<file path="src/i2cms_pkg.sv">
// ----------------------------------------------------------------------------
// I2C master bit sequencer package
// Shared types and codes for the I2C master pin sequencer: the transfer
// payloads, command codes, sequence step codes and register reset values.
// ----------------------------------------------------------------------------
package i2cms_pkg;

   // Command codes carried in the action field
   localparam logic [2:0] ACT_TICK  = 3'd0;
   localparam logic [2:0] ACT_START = 3'd1;
   localparam logic [2:0] ACT_STOP  = 3'd2;
   localparam logic [2:0] ACT_WRITE = 3'd3;
   localparam logic [2:0] ACT_READ  = 3'd4;
   localparam logic [2:0] ACT_PROBE = 3'd5;

   // Sequence steps: start phases, per-bit phases, stop phases
   localparam logic [4:0] STEP_IDLE          = 5'd0;
   localparam logic [4:0] STEP_START_SCL_LO  = 5'd1;
   localparam logic [4:0] STEP_START_SDA_HI  = 5'd2;
   localparam logic [4:0] STEP_START_SCL_HI  = 5'd3;
   localparam logic [4:0] STEP_START_SDA_LO  = 5'd4;
   localparam logic [4:0] STEP_START_SCL_LO2 = 5'd5;
   localparam logic [4:0] STEP_START_END     = 5'd6;
   localparam logic [4:0] STEP_BIT_SETUP     = 5'd7;
   localparam logic [4:0] STEP_BIT_HIGH      = 5'd8;
   localparam logic [4:0] STEP_BIT_LOW       = 5'd9;
   localparam logic [4:0] STEP_STOP_SCL_LO   = 5'd10;
   localparam logic [4:0] STEP_STOP_SDA_LO   = 5'd11;
   localparam logic [4:0] STEP_STOP_SCL_HI   = 5'd12;
   localparam logic [4:0] STEP_STOP_SDA_HI   = 5'd13;
   localparam logic [4:0] STEP_STOP_END      = 5'd14;

   // Bit index of the acknowledge bit after eight data bits
   localparam logic [3:0] ACK_BIT_INDEX = 4'd8;

   // Reset value of the phase length register
   localparam logic [15:0] PHASE_TICKS_RESET = 16'd20;

   typedef struct packed {
      logic [2:0] action;
      logic [7:0] data_byte;
      logic       ack_send;
      logic       sda_in;
   } req_type;

   typedef struct packed {
      logic       scl_level;
      logic       sda_level;
      logic       sda_drive;
      logic       busy_res;
      logic       done_res;
      logic [7:0] rx_byte;
      logic       ack_seen;
      logic       rejected;
   } rsp_type;

endpackage

</file>
<file path="src/i2c_master_bit_sequencer.sv">
// ----------------------------------------------------------------------------
// I2C master bit sequencer
// Pin sequencer for an I2C master: start, stop, write byte, read byte and
// address probe, advanced by tick transfers with a configurable phase length.
// ----------------------------------------------------------------------------
// One request transfer gives exactly one response transfer showing the pin
// and status state after that request. Requests are taken one per clock
// unless rsp_ready holds them back: each one is registered, runs through
// the sequencer update logic and lands in the response register, and a
// new request is taken while an earlier response still waits for
// rsp_ready. Commands start a sequence; tick requests (action 0) move
// it, each wait lasting phase_ticks ticks (0 behaves as 1). A command that
// arrives while a sequence runs is flagged rejected and otherwise ignored.
// The user must write the phase length register through the csr channel
// only while no request is in flight; the block does not enforce this.
module i2c_master_bit_sequencer (
   input  logic                clock,
   input  logic                reset,
   input  logic                req_valid,
   output logic                req_ready,
   input  i2cms_pkg::req_type  req_data,
   output logic                rsp_valid,
   input  logic                rsp_ready,
   output i2cms_pkg::rsp_type  rsp_data,
   input  logic                csr_valid,
   output logic                csr_ready,
   input  logic [15:0]         csr_data
);

   // Pipeline control and payload registers
   logic                in_valid_ff;
   i2cms_pkg::req_type  in_item_ff;
   logic                out_valid_ff;
   i2cms_pkg::rsp_type  out_item_ff;
   logic                advance;

   // Sequencer state
   logic [15:0] phase_ticks_ff;
   logic [15:0] phase_timer_ff, phase_timer_in;
   logic [4:0]  step_ff, step_in;
   logic [3:0]  bit_index_ff, bit_index_in;
   logic [7:0]  shift_ff, shift_in;
   logic [2:0]  cmd_ff, cmd_in;
   logic        pend_ack_ff, pend_ack_in;
   logic        scl_ff, scl_in;
   logic        sda_ff, sda_in;
   logic        sda_rel_ff, sda_rel_in;
   logic        ack_cap_ff, ack_cap_in;
   logic        busy_ff, busy_in;
   logic [7:0]  rx_hold_ff, rx_hold_in;
   logic        done_in, rej_in;
   i2cms_pkg::rsp_type rsp_in;

   // Handshakes
   assign advance   = in_valid_ff && (!out_valid_ff || rsp_ready);
   assign req_ready = !in_valid_ff || advance;
   assign rsp_valid = out_valid_ff;
   assign rsp_data  = out_item_ff;
   assign csr_ready = 1'b1;

   // Hold the incoming request
   always_ff @(posedge clock) begin
      if (reset) begin
         in_valid_ff <= 1'b0;
      end else if (req_ready) begin
         in_valid_ff <= req_valid;
      end
      if (req_valid && req_ready) begin
         in_item_ff <= req_data;
      end
   end

   // Phase length register
   always_ff @(posedge clock) begin
      if (reset) begin
         phase_ticks_ff <= i2cms_pkg::PHASE_TICKS_RESET;
      end else if (csr_valid && csr_ready) begin
         phase_ticks_ff <= csr_data;
      end
   end

   // Sequencer update for the registered request
   always_comb begin
      logic rd;
      logic fin;
      logic [3:0] nxt_idx;
      phase_timer_in = phase_timer_ff;
      step_in        = step_ff;
      bit_index_in   = bit_index_ff;
      shift_in       = shift_ff;
      cmd_in         = cmd_ff;
      pend_ack_in    = pend_ack_ff;
      scl_in         = scl_ff;
      sda_in         = sda_ff;
      sda_rel_in     = sda_rel_ff;
      ack_cap_in     = ack_cap_ff;
      busy_in        = busy_ff;
      rx_hold_in     = rx_hold_ff;
      done_in        = 1'b0;
      rej_in         = 1'b0;
      fin            = 1'b0;
      rd = (cmd_ff == i2cms_pkg::ACT_READ) ? (bit_index_ff < i2cms_pkg::ACK_BIT_INDEX)
                                           : (bit_index_ff >= i2cms_pkg::ACK_BIT_INDEX);
      nxt_idx = bit_index_ff + 4'd1;

      if (in_item_ff.action == i2cms_pkg::ACT_TICK) begin
         if (busy_ff) begin
            if (phase_timer_ff > 16'd1) begin
               // count down the current wait
               phase_timer_in = phase_timer_ff - 16'd1;
            end else begin
               // wait over: apply the next pin change
               phase_timer_in = phase_ticks_ff;
               unique case (step_ff)
                  i2cms_pkg::STEP_START_SCL_LO: begin
                     scl_in  = 1'b0;
                     step_in = step_ff + 5'd1;
                  end
                  i2cms_pkg::STEP_START_SDA_HI: begin
                     sda_in  = 1'b1;
                     step_in = step_ff + 5'd1;
                  end
                  i2cms_pkg::STEP_START_SCL_HI: begin
                     scl_in  = 1'b1;
                     step_in = step_ff + 5'd1;
                  end
                  i2cms_pkg::STEP_START_SDA_LO: begin
                     sda_in  = 1'b0;
                     step_in = step_ff + 5'd1;
                  end
                  i2cms_pkg::STEP_START_SCL_LO2: begin
                     scl_in  = 1'b0;
                     step_in = step_ff + 5'd1;
                  end
                  i2cms_pkg::STEP_START_END: begin
                     if (cmd_ff != i2cms_pkg::ACT_PROBE) begin
                        fin = 1'b1;
                     end else begin
                        step_in      = i2cms_pkg::STEP_BIT_SETUP;
                        bit_index_in = 4'd0;
                     end
                  end
                  i2cms_pkg::STEP_BIT_SETUP: begin
                     if (rd) begin
                        sda_rel_in = 1'b1;
                        scl_in     = 1'b1;
                     end else if (bit_index_ff < i2cms_pkg::ACK_BIT_INDEX) begin
                        sda_in   = shift_ff[7];
                        shift_in = {shift_ff[6:0], 1'b0};
                     end else begin
                        sda_in = pend_ack_ff;
                     end
                     step_in = step_ff + 5'd1;
                  end
                  i2cms_pkg::STEP_BIT_HIGH: begin
                     if (rd) begin
                        if (bit_index_ff < i2cms_pkg::ACK_BIT_INDEX) begin
                           shift_in = {shift_ff[6:0], in_item_ff.sda_in};
                        end else begin
                           ack_cap_in = in_item_ff.sda_in;
                        end
                        scl_in = 1'b0;
                     end else begin
                        scl_in = 1'b1;
                     end
                     step_in = step_ff + 5'd1;
                  end
                  i2cms_pkg::STEP_BIT_LOW: begin
                     if (rd) begin
                        sda_rel_in = 1'b0;
                     end else begin
                        scl_in = 1'b0;
                     end
                     bit_index_in = nxt_idx;
                     if (nxt_idx <= i2cms_pkg::ACK_BIT_INDEX) begin
                        step_in = i2cms_pkg::STEP_BIT_SETUP;
                     end else if (cmd_ff == i2cms_pkg::ACT_READ) begin
                        rx_hold_in = shift_ff;
                        fin        = 1'b1;
                     end else if (cmd_ff == i2cms_pkg::ACT_PROBE) begin
                        step_in = i2cms_pkg::STEP_STOP_SCL_LO;
                     end else begin
                        fin = 1'b1;
                     end
                  end
                  i2cms_pkg::STEP_STOP_SCL_LO: begin
                     scl_in  = 1'b0;
                     step_in = step_ff + 5'd1;
                  end
                  i2cms_pkg::STEP_STOP_SDA_LO: begin
                     sda_in  = 1'b0;
                     step_in = step_ff + 5'd1;
                  end
                  i2cms_pkg::STEP_STOP_SCL_HI: begin
                     scl_in  = 1'b1;
                     step_in = step_ff + 5'd1;
                  end
                  i2cms_pkg::STEP_STOP_SDA_HI: begin
                     sda_in  = 1'b1;
                     step_in = step_ff + 5'd1;
                  end
                  i2cms_pkg::STEP_STOP_END: begin
                     scl_in = 1'b0;
                     fin    = 1'b1;
                  end
                  default: begin
                     fin = 1'b1;
                  end
               endcase
               // drop back to idle when the sequence ends
               if (fin) begin
                  busy_in        = 1'b0;
                  step_in        = i2cms_pkg::STEP_IDLE;
                  phase_timer_in = 16'd0;
                  done_in        = 1'b1;
               end
            end
         end
      end else if (in_item_ff.action <= i2cms_pkg::ACT_PROBE) begin
         if (busy_ff) begin
            rej_in = 1'b1;
         end else begin
            // arm a new command sequence
            cmd_in         = in_item_ff.action;
            busy_in        = 1'b1;
            bit_index_in   = 4'd0;
            phase_timer_in = phase_ticks_ff;
            priority if (in_item_ff.action == i2cms_pkg::ACT_STOP) begin
               step_in = i2cms_pkg::STEP_STOP_SCL_LO;
            end else if (in_item_ff.action == i2cms_pkg::ACT_WRITE) begin
               shift_in = in_item_ff.data_byte;
               step_in  = i2cms_pkg::STEP_BIT_SETUP;
            end else if (in_item_ff.action == i2cms_pkg::ACT_READ) begin
               shift_in    = 8'd0;
               pend_ack_in = in_item_ff.ack_send;
               step_in     = i2cms_pkg::STEP_BIT_SETUP;
            end else begin
               if (in_item_ff.action == i2cms_pkg::ACT_PROBE) begin
                  shift_in = in_item_ff.data_byte;
               end
               step_in = i2cms_pkg::STEP_START_SCL_LO;
            end
         end
      end

      rsp_in.scl_level = scl_in;
      rsp_in.sda_level = sda_in;
      rsp_in.sda_drive = !sda_rel_in;
      rsp_in.busy_res  = busy_in;
      rsp_in.done_res  = done_in;
      rsp_in.rx_byte   = rx_hold_in;
      rsp_in.ack_seen  = ack_cap_in;
      rsp_in.rejected  = rej_in;
   end

   // Commit sequencer state when a request moves to the response stage
   always_ff @(posedge clock) begin
      if (reset) begin
         phase_timer_ff <= 16'd0;
         step_ff        <= i2cms_pkg::STEP_IDLE;
         bit_index_ff   <= 4'd0;
         shift_ff       <= 8'd0;
         cmd_ff         <= i2cms_pkg::ACT_TICK;
         pend_ack_ff    <= 1'b0;
         scl_ff         <= 1'b1;
         sda_ff         <= 1'b1;
         sda_rel_ff     <= 1'b0;
         ack_cap_ff     <= 1'b1;
         busy_ff        <= 1'b0;
         rx_hold_ff     <= 8'd0;
      end else if (advance) begin
         phase_timer_ff <= phase_timer_in;
         step_ff        <= step_in;
         bit_index_ff   <= bit_index_in;
         shift_ff       <= shift_in;
         cmd_ff         <= cmd_in;
         pend_ack_ff    <= pend_ack_in;
         scl_ff         <= scl_in;
         sda_ff         <= sda_in;
         sda_rel_ff     <= sda_rel_in;
         ack_cap_ff     <= ack_cap_in;
         busy_ff        <= busy_in;
         rx_hold_ff     <= rx_hold_in;
      end
   end

   // Hold the response until it is taken
   always_ff @(posedge clock) begin
      if (reset) begin
         out_valid_ff <= 1'b0;
      end else if (advance) begin
         out_valid_ff <= 1'b1;
      end else if (rsp_ready) begin
         out_valid_ff <= 1'b0;
      end
      if (advance) begin
         out_item_ff <= rsp_in;
      end
   end

endmodule

</file>
<file path="config.mk">
export PLATFORM = sky130hd
export DESIGN_NAME = i2c_master_bit_sequencer
export DESIGN_NICKNAME = d
export VERILOG_FILES = /design/src/i2cms_pkg.sv /design/src/i2c_master_bit_sequencer.sv
export SDC_FILE = /design/constraint.sdc
export NUM_CORES = 1
export LEC_CHECK = 0
export BUFFER_PORTS_ARGS = -buffer_cell sky130_fd_sc_hd__buf_2
export CAP_MARGIN = 40
export CORE_MARGIN = 4
export CORE_UTILIZATION = 25
export DETAILED_ROUTE_END_ITERATION = 8
export PLACE_DENSITY = 0.43
export SLEW_MARGIN = 20
export SYNTH_ARGS = -nofsm -noshare
export SYNTH_HDL_FRONTEND = slang
export SYNTH_SLANG_ARGS = --single-unit
</file>
<file path="constraint.sdc">
create_clock -name clock -period 5.5 [get_ports clock]
set_input_delay 0.275 -clock clock [delete_from_list [all_inputs] [get_ports clock]]
set_output_delay 0.275 -clock clock [all_outputs]
set_load 0.1 [all_outputs]
</file>
==> metrics <==
fmax 0.323 GHz; Die Ht 149 um; busiest grt layer met2; Routed WL 12900 um; layout cell share with drive strength beyond 1 0.183; unrepaired setup endpoints after global routing no; WHS 0.0917 ns; most common cell after layout, fill and taps aside dfxtp_1; final hold violations 0; number of enable flip-flop cells after synthesis 28; met2 Use GR 0.185; PostCTS Resize Cnt 0; CTS tree done; Worst setup EP type flip-flop; status complete, no violations; Antenna Nets Post-Route 0; CP arrival 3.17 ns; fill cell total of the finished layout 2052; number of global-route vias before repair 3880; Post-Syn Instances 525; Setup Buffers After CTS 0; Tot GR Track Use 0.119; CP Class flip-flop to flip-flop; DR WL/cell 15.5 um; leakage 2.08 nW; Crit Path Max Fanout 7; fin nets 610; clock sinks 96; CTS Buffer Depth 2; Final Critical Period 3.09 ns; gp weighted congestion 0.790; Initial Util 0.254; Area Overhead vs Synth 16.0%; Ys Warns 0; fraction of registers with async set/reset 0; Critical Path Max Stage Delay 0.64 ns; Slew @ Worst Pin 0.765 ns; first-pass iteration count of the detailed router 4; drt drc 0; Data required, critical path 5.58 ns; Setup crit start kind flip-flop; # H-tree levels 3; Antenna Cells 0; Seq. cell area 2200 um2; Tot Pwr 1.68 mW; peak supply drop 0.117 mV; Die X-Extent 149 um; syn avg cell area 9.42 um2; Yosys reg bits 96; most frequent cells in the layout 68 x dfxtp_1, 57 x nor2_1, 54 x buf_2; PwrDens 293 nW/um2; global-route wire length before repair 21000 um; Hold Buf Count CTS 0; Remaining Overflow, GRT 0; Slew Viols, Final 0; Top FF cell, synth dfxtp_1; Worst-Skew Late Latency 0.35 ns; worst path cell trace inv_1 -> ha_1 -> or4b_2 -> o31a_1 -> o21ai_1 -> a211oi_1 -> buf_2 -> nor3_1 -> o21ai_0; largest net degree at the start of global routing 64; synthesized area 4940 um2; Clock Skew 0.0101 ns; Area after DPL 5450 um2; number of max-cap violations 0; utilization after layout 0.295; global routing met1 resource utilization 0.163; Final period util 0.562; DP HPWL 9130 um; Core Region 19500 um2; clock buffer count from CTS 9; share of the yosys chip area belonging to registers 0.445; number of I/O pins 52; die area 22100 um2; area of the multi-input gates 2550 um2; final instance area 5740 um2; slowest library cell on the worst path or4b_2; detailed-route via count 4040; via-per-instance ratio 4.84; TNS Setup 0 ns; post-synth cell types 74; Syn Nets 571; CTS root buf clkbuf_16; input/output buffers 50; met3 usage 0.0222; initial antenna violation count 0; clock slew at reported path FFs 0.07 ns; final-report setup violation count 0; Slew HR 0.486; DR iter-0 viols 345; Worst Hold Class input port to flip-flop; Cell Rows 51
## metrics by stage
step	std cells	setup slack (ns)
after global routing	834	2.23
after detailed placement	817	2.40
after floorplan	525	2.64
after CTS	833	2.39
after global placement	813	2.40
final	834	2.41
## layer usage
layer / vias to the layer above / part of all wire
met5: - / 0
met4: 0 / 0.019
met3: 12 / 0.038
met2: 68 / 0.47
met1: 1946 / 0.48
li1: 2014 / -
## cell type report
type | count | area share
repair buffers | 61 | 0.0563
clock buffers | 9 | 0.0393
flip-flops and latches | 96 | 0.384
inverters | 13 | 0.00851
well taps | 265 | 0.0578
multi-input cells | 383 | 0.445
clock inverters | 7 | 0.00916
## worst paths after layout
| path | startpoint | end | slack (ns) | cells past startpoint |
|---|---|---|---|---|
| setup / recovery | step_ff[0]$_SDFFE_PP0P_ | rsp_data[11]$_DFFE_PP_ | 2.41 | 9 |
| hold / removal | req_data[3] | in_item_ff[3]$_DFFE_PP_ | 0.09 | 1 |
| setup reg to reg | step_ff[0]$_SDFFE_PP0P_ | rsp_data[11]$_DFFE_PP_ | 2.41 | 9 |
| hold reg to reg | sda_rel_ff$_SDFFE_PP0P_ | sda_rel_ff$_SDFFE_PP0P_ | 0.47 | 2 |
## power by group
part / switching, mW / internal (mW) / total [mW] / leakage [nW]
logic: 0.191 / 0.0979 / 0.289 / 1.15
clock network: 0.290 / 0.311 / 0.601 / 0.132
registers: 0.0328 / 0.760 / 0.793 / 0.805
total: 0.514 / 1.17 / 1.68 / 2.08
## registers in the layout (all words and copies together), names as in the netlist
| register | cells |
|---|---|
| phase_ticks_ff | 16 |
| phase_timer_ff | 16 |
| rsp_data | 15 |
| in_item_ff | 13 |
| rx_hold_ff | 8 |
| shift_ff | 8 |
| step_ff | 5 |
| bit_index_ff | 4 |
| cmd_ff | 3 |
| ack_cap_ff | 1 |
| busy_ff | 1 |
| in_valid_ff | 1 |
| pend_ack_ff | 1 |
| rsp_valid | 1 |
| scl_ff | 1 |
| sda_ff | 1 |
| sda_rel_ff | 1 |
## worst max-delay path, delay by kind of cell, from the launching register on
kind / cells / cell delay, ns
adders and majority gates: 1 / 0.26
DFF: 1 / 0.42
and+or+nand+nor: 2 / 0.77
buffers and inverters: 2 / 0.33
AOI/OAI and AO/OA: 4 / 1.02
## logic make-up (layout without fill, tap and decap cells)
| logic type | after synthesis | in the layout | share of synthesized area |
|---|---|---|---|
| simple gates | 200 | 200 | 0.217 |
| compound gates | 119 | 119 | 0.165 |
| flops | 96 | 96 | 0.445 |
| buf+inv | 46 | 90 | 0.0397 |
| mux | 38 | 38 | 0.0792 |
| xor+xnor | 13 | 13 | 0.0230 |
| fa+ha+maj | 12 | 12 | 0.0304 |
| other cells | 1 | 1 | 0.000758 |
## synth_stat cells, drive strengths merged, types with 11 or more instances
cell	instances	area share
edfxtp	28	0.17
o21ai	28	0.029
nand3	15	0.016
mux2i	29	0.059
nor4	11	0.018
dfxtp	68	0.28
nor3	24	0.028
nand2	36	0.027
ha	12	0.030
nor2	58	0.045
nor2b	12	0.015
inv	12	0.0091
a211oi	12	0.018
clkbuf	24	0.018
a21oi	30	0.030
Note: power is estimated with default switching activity, not from simulation.
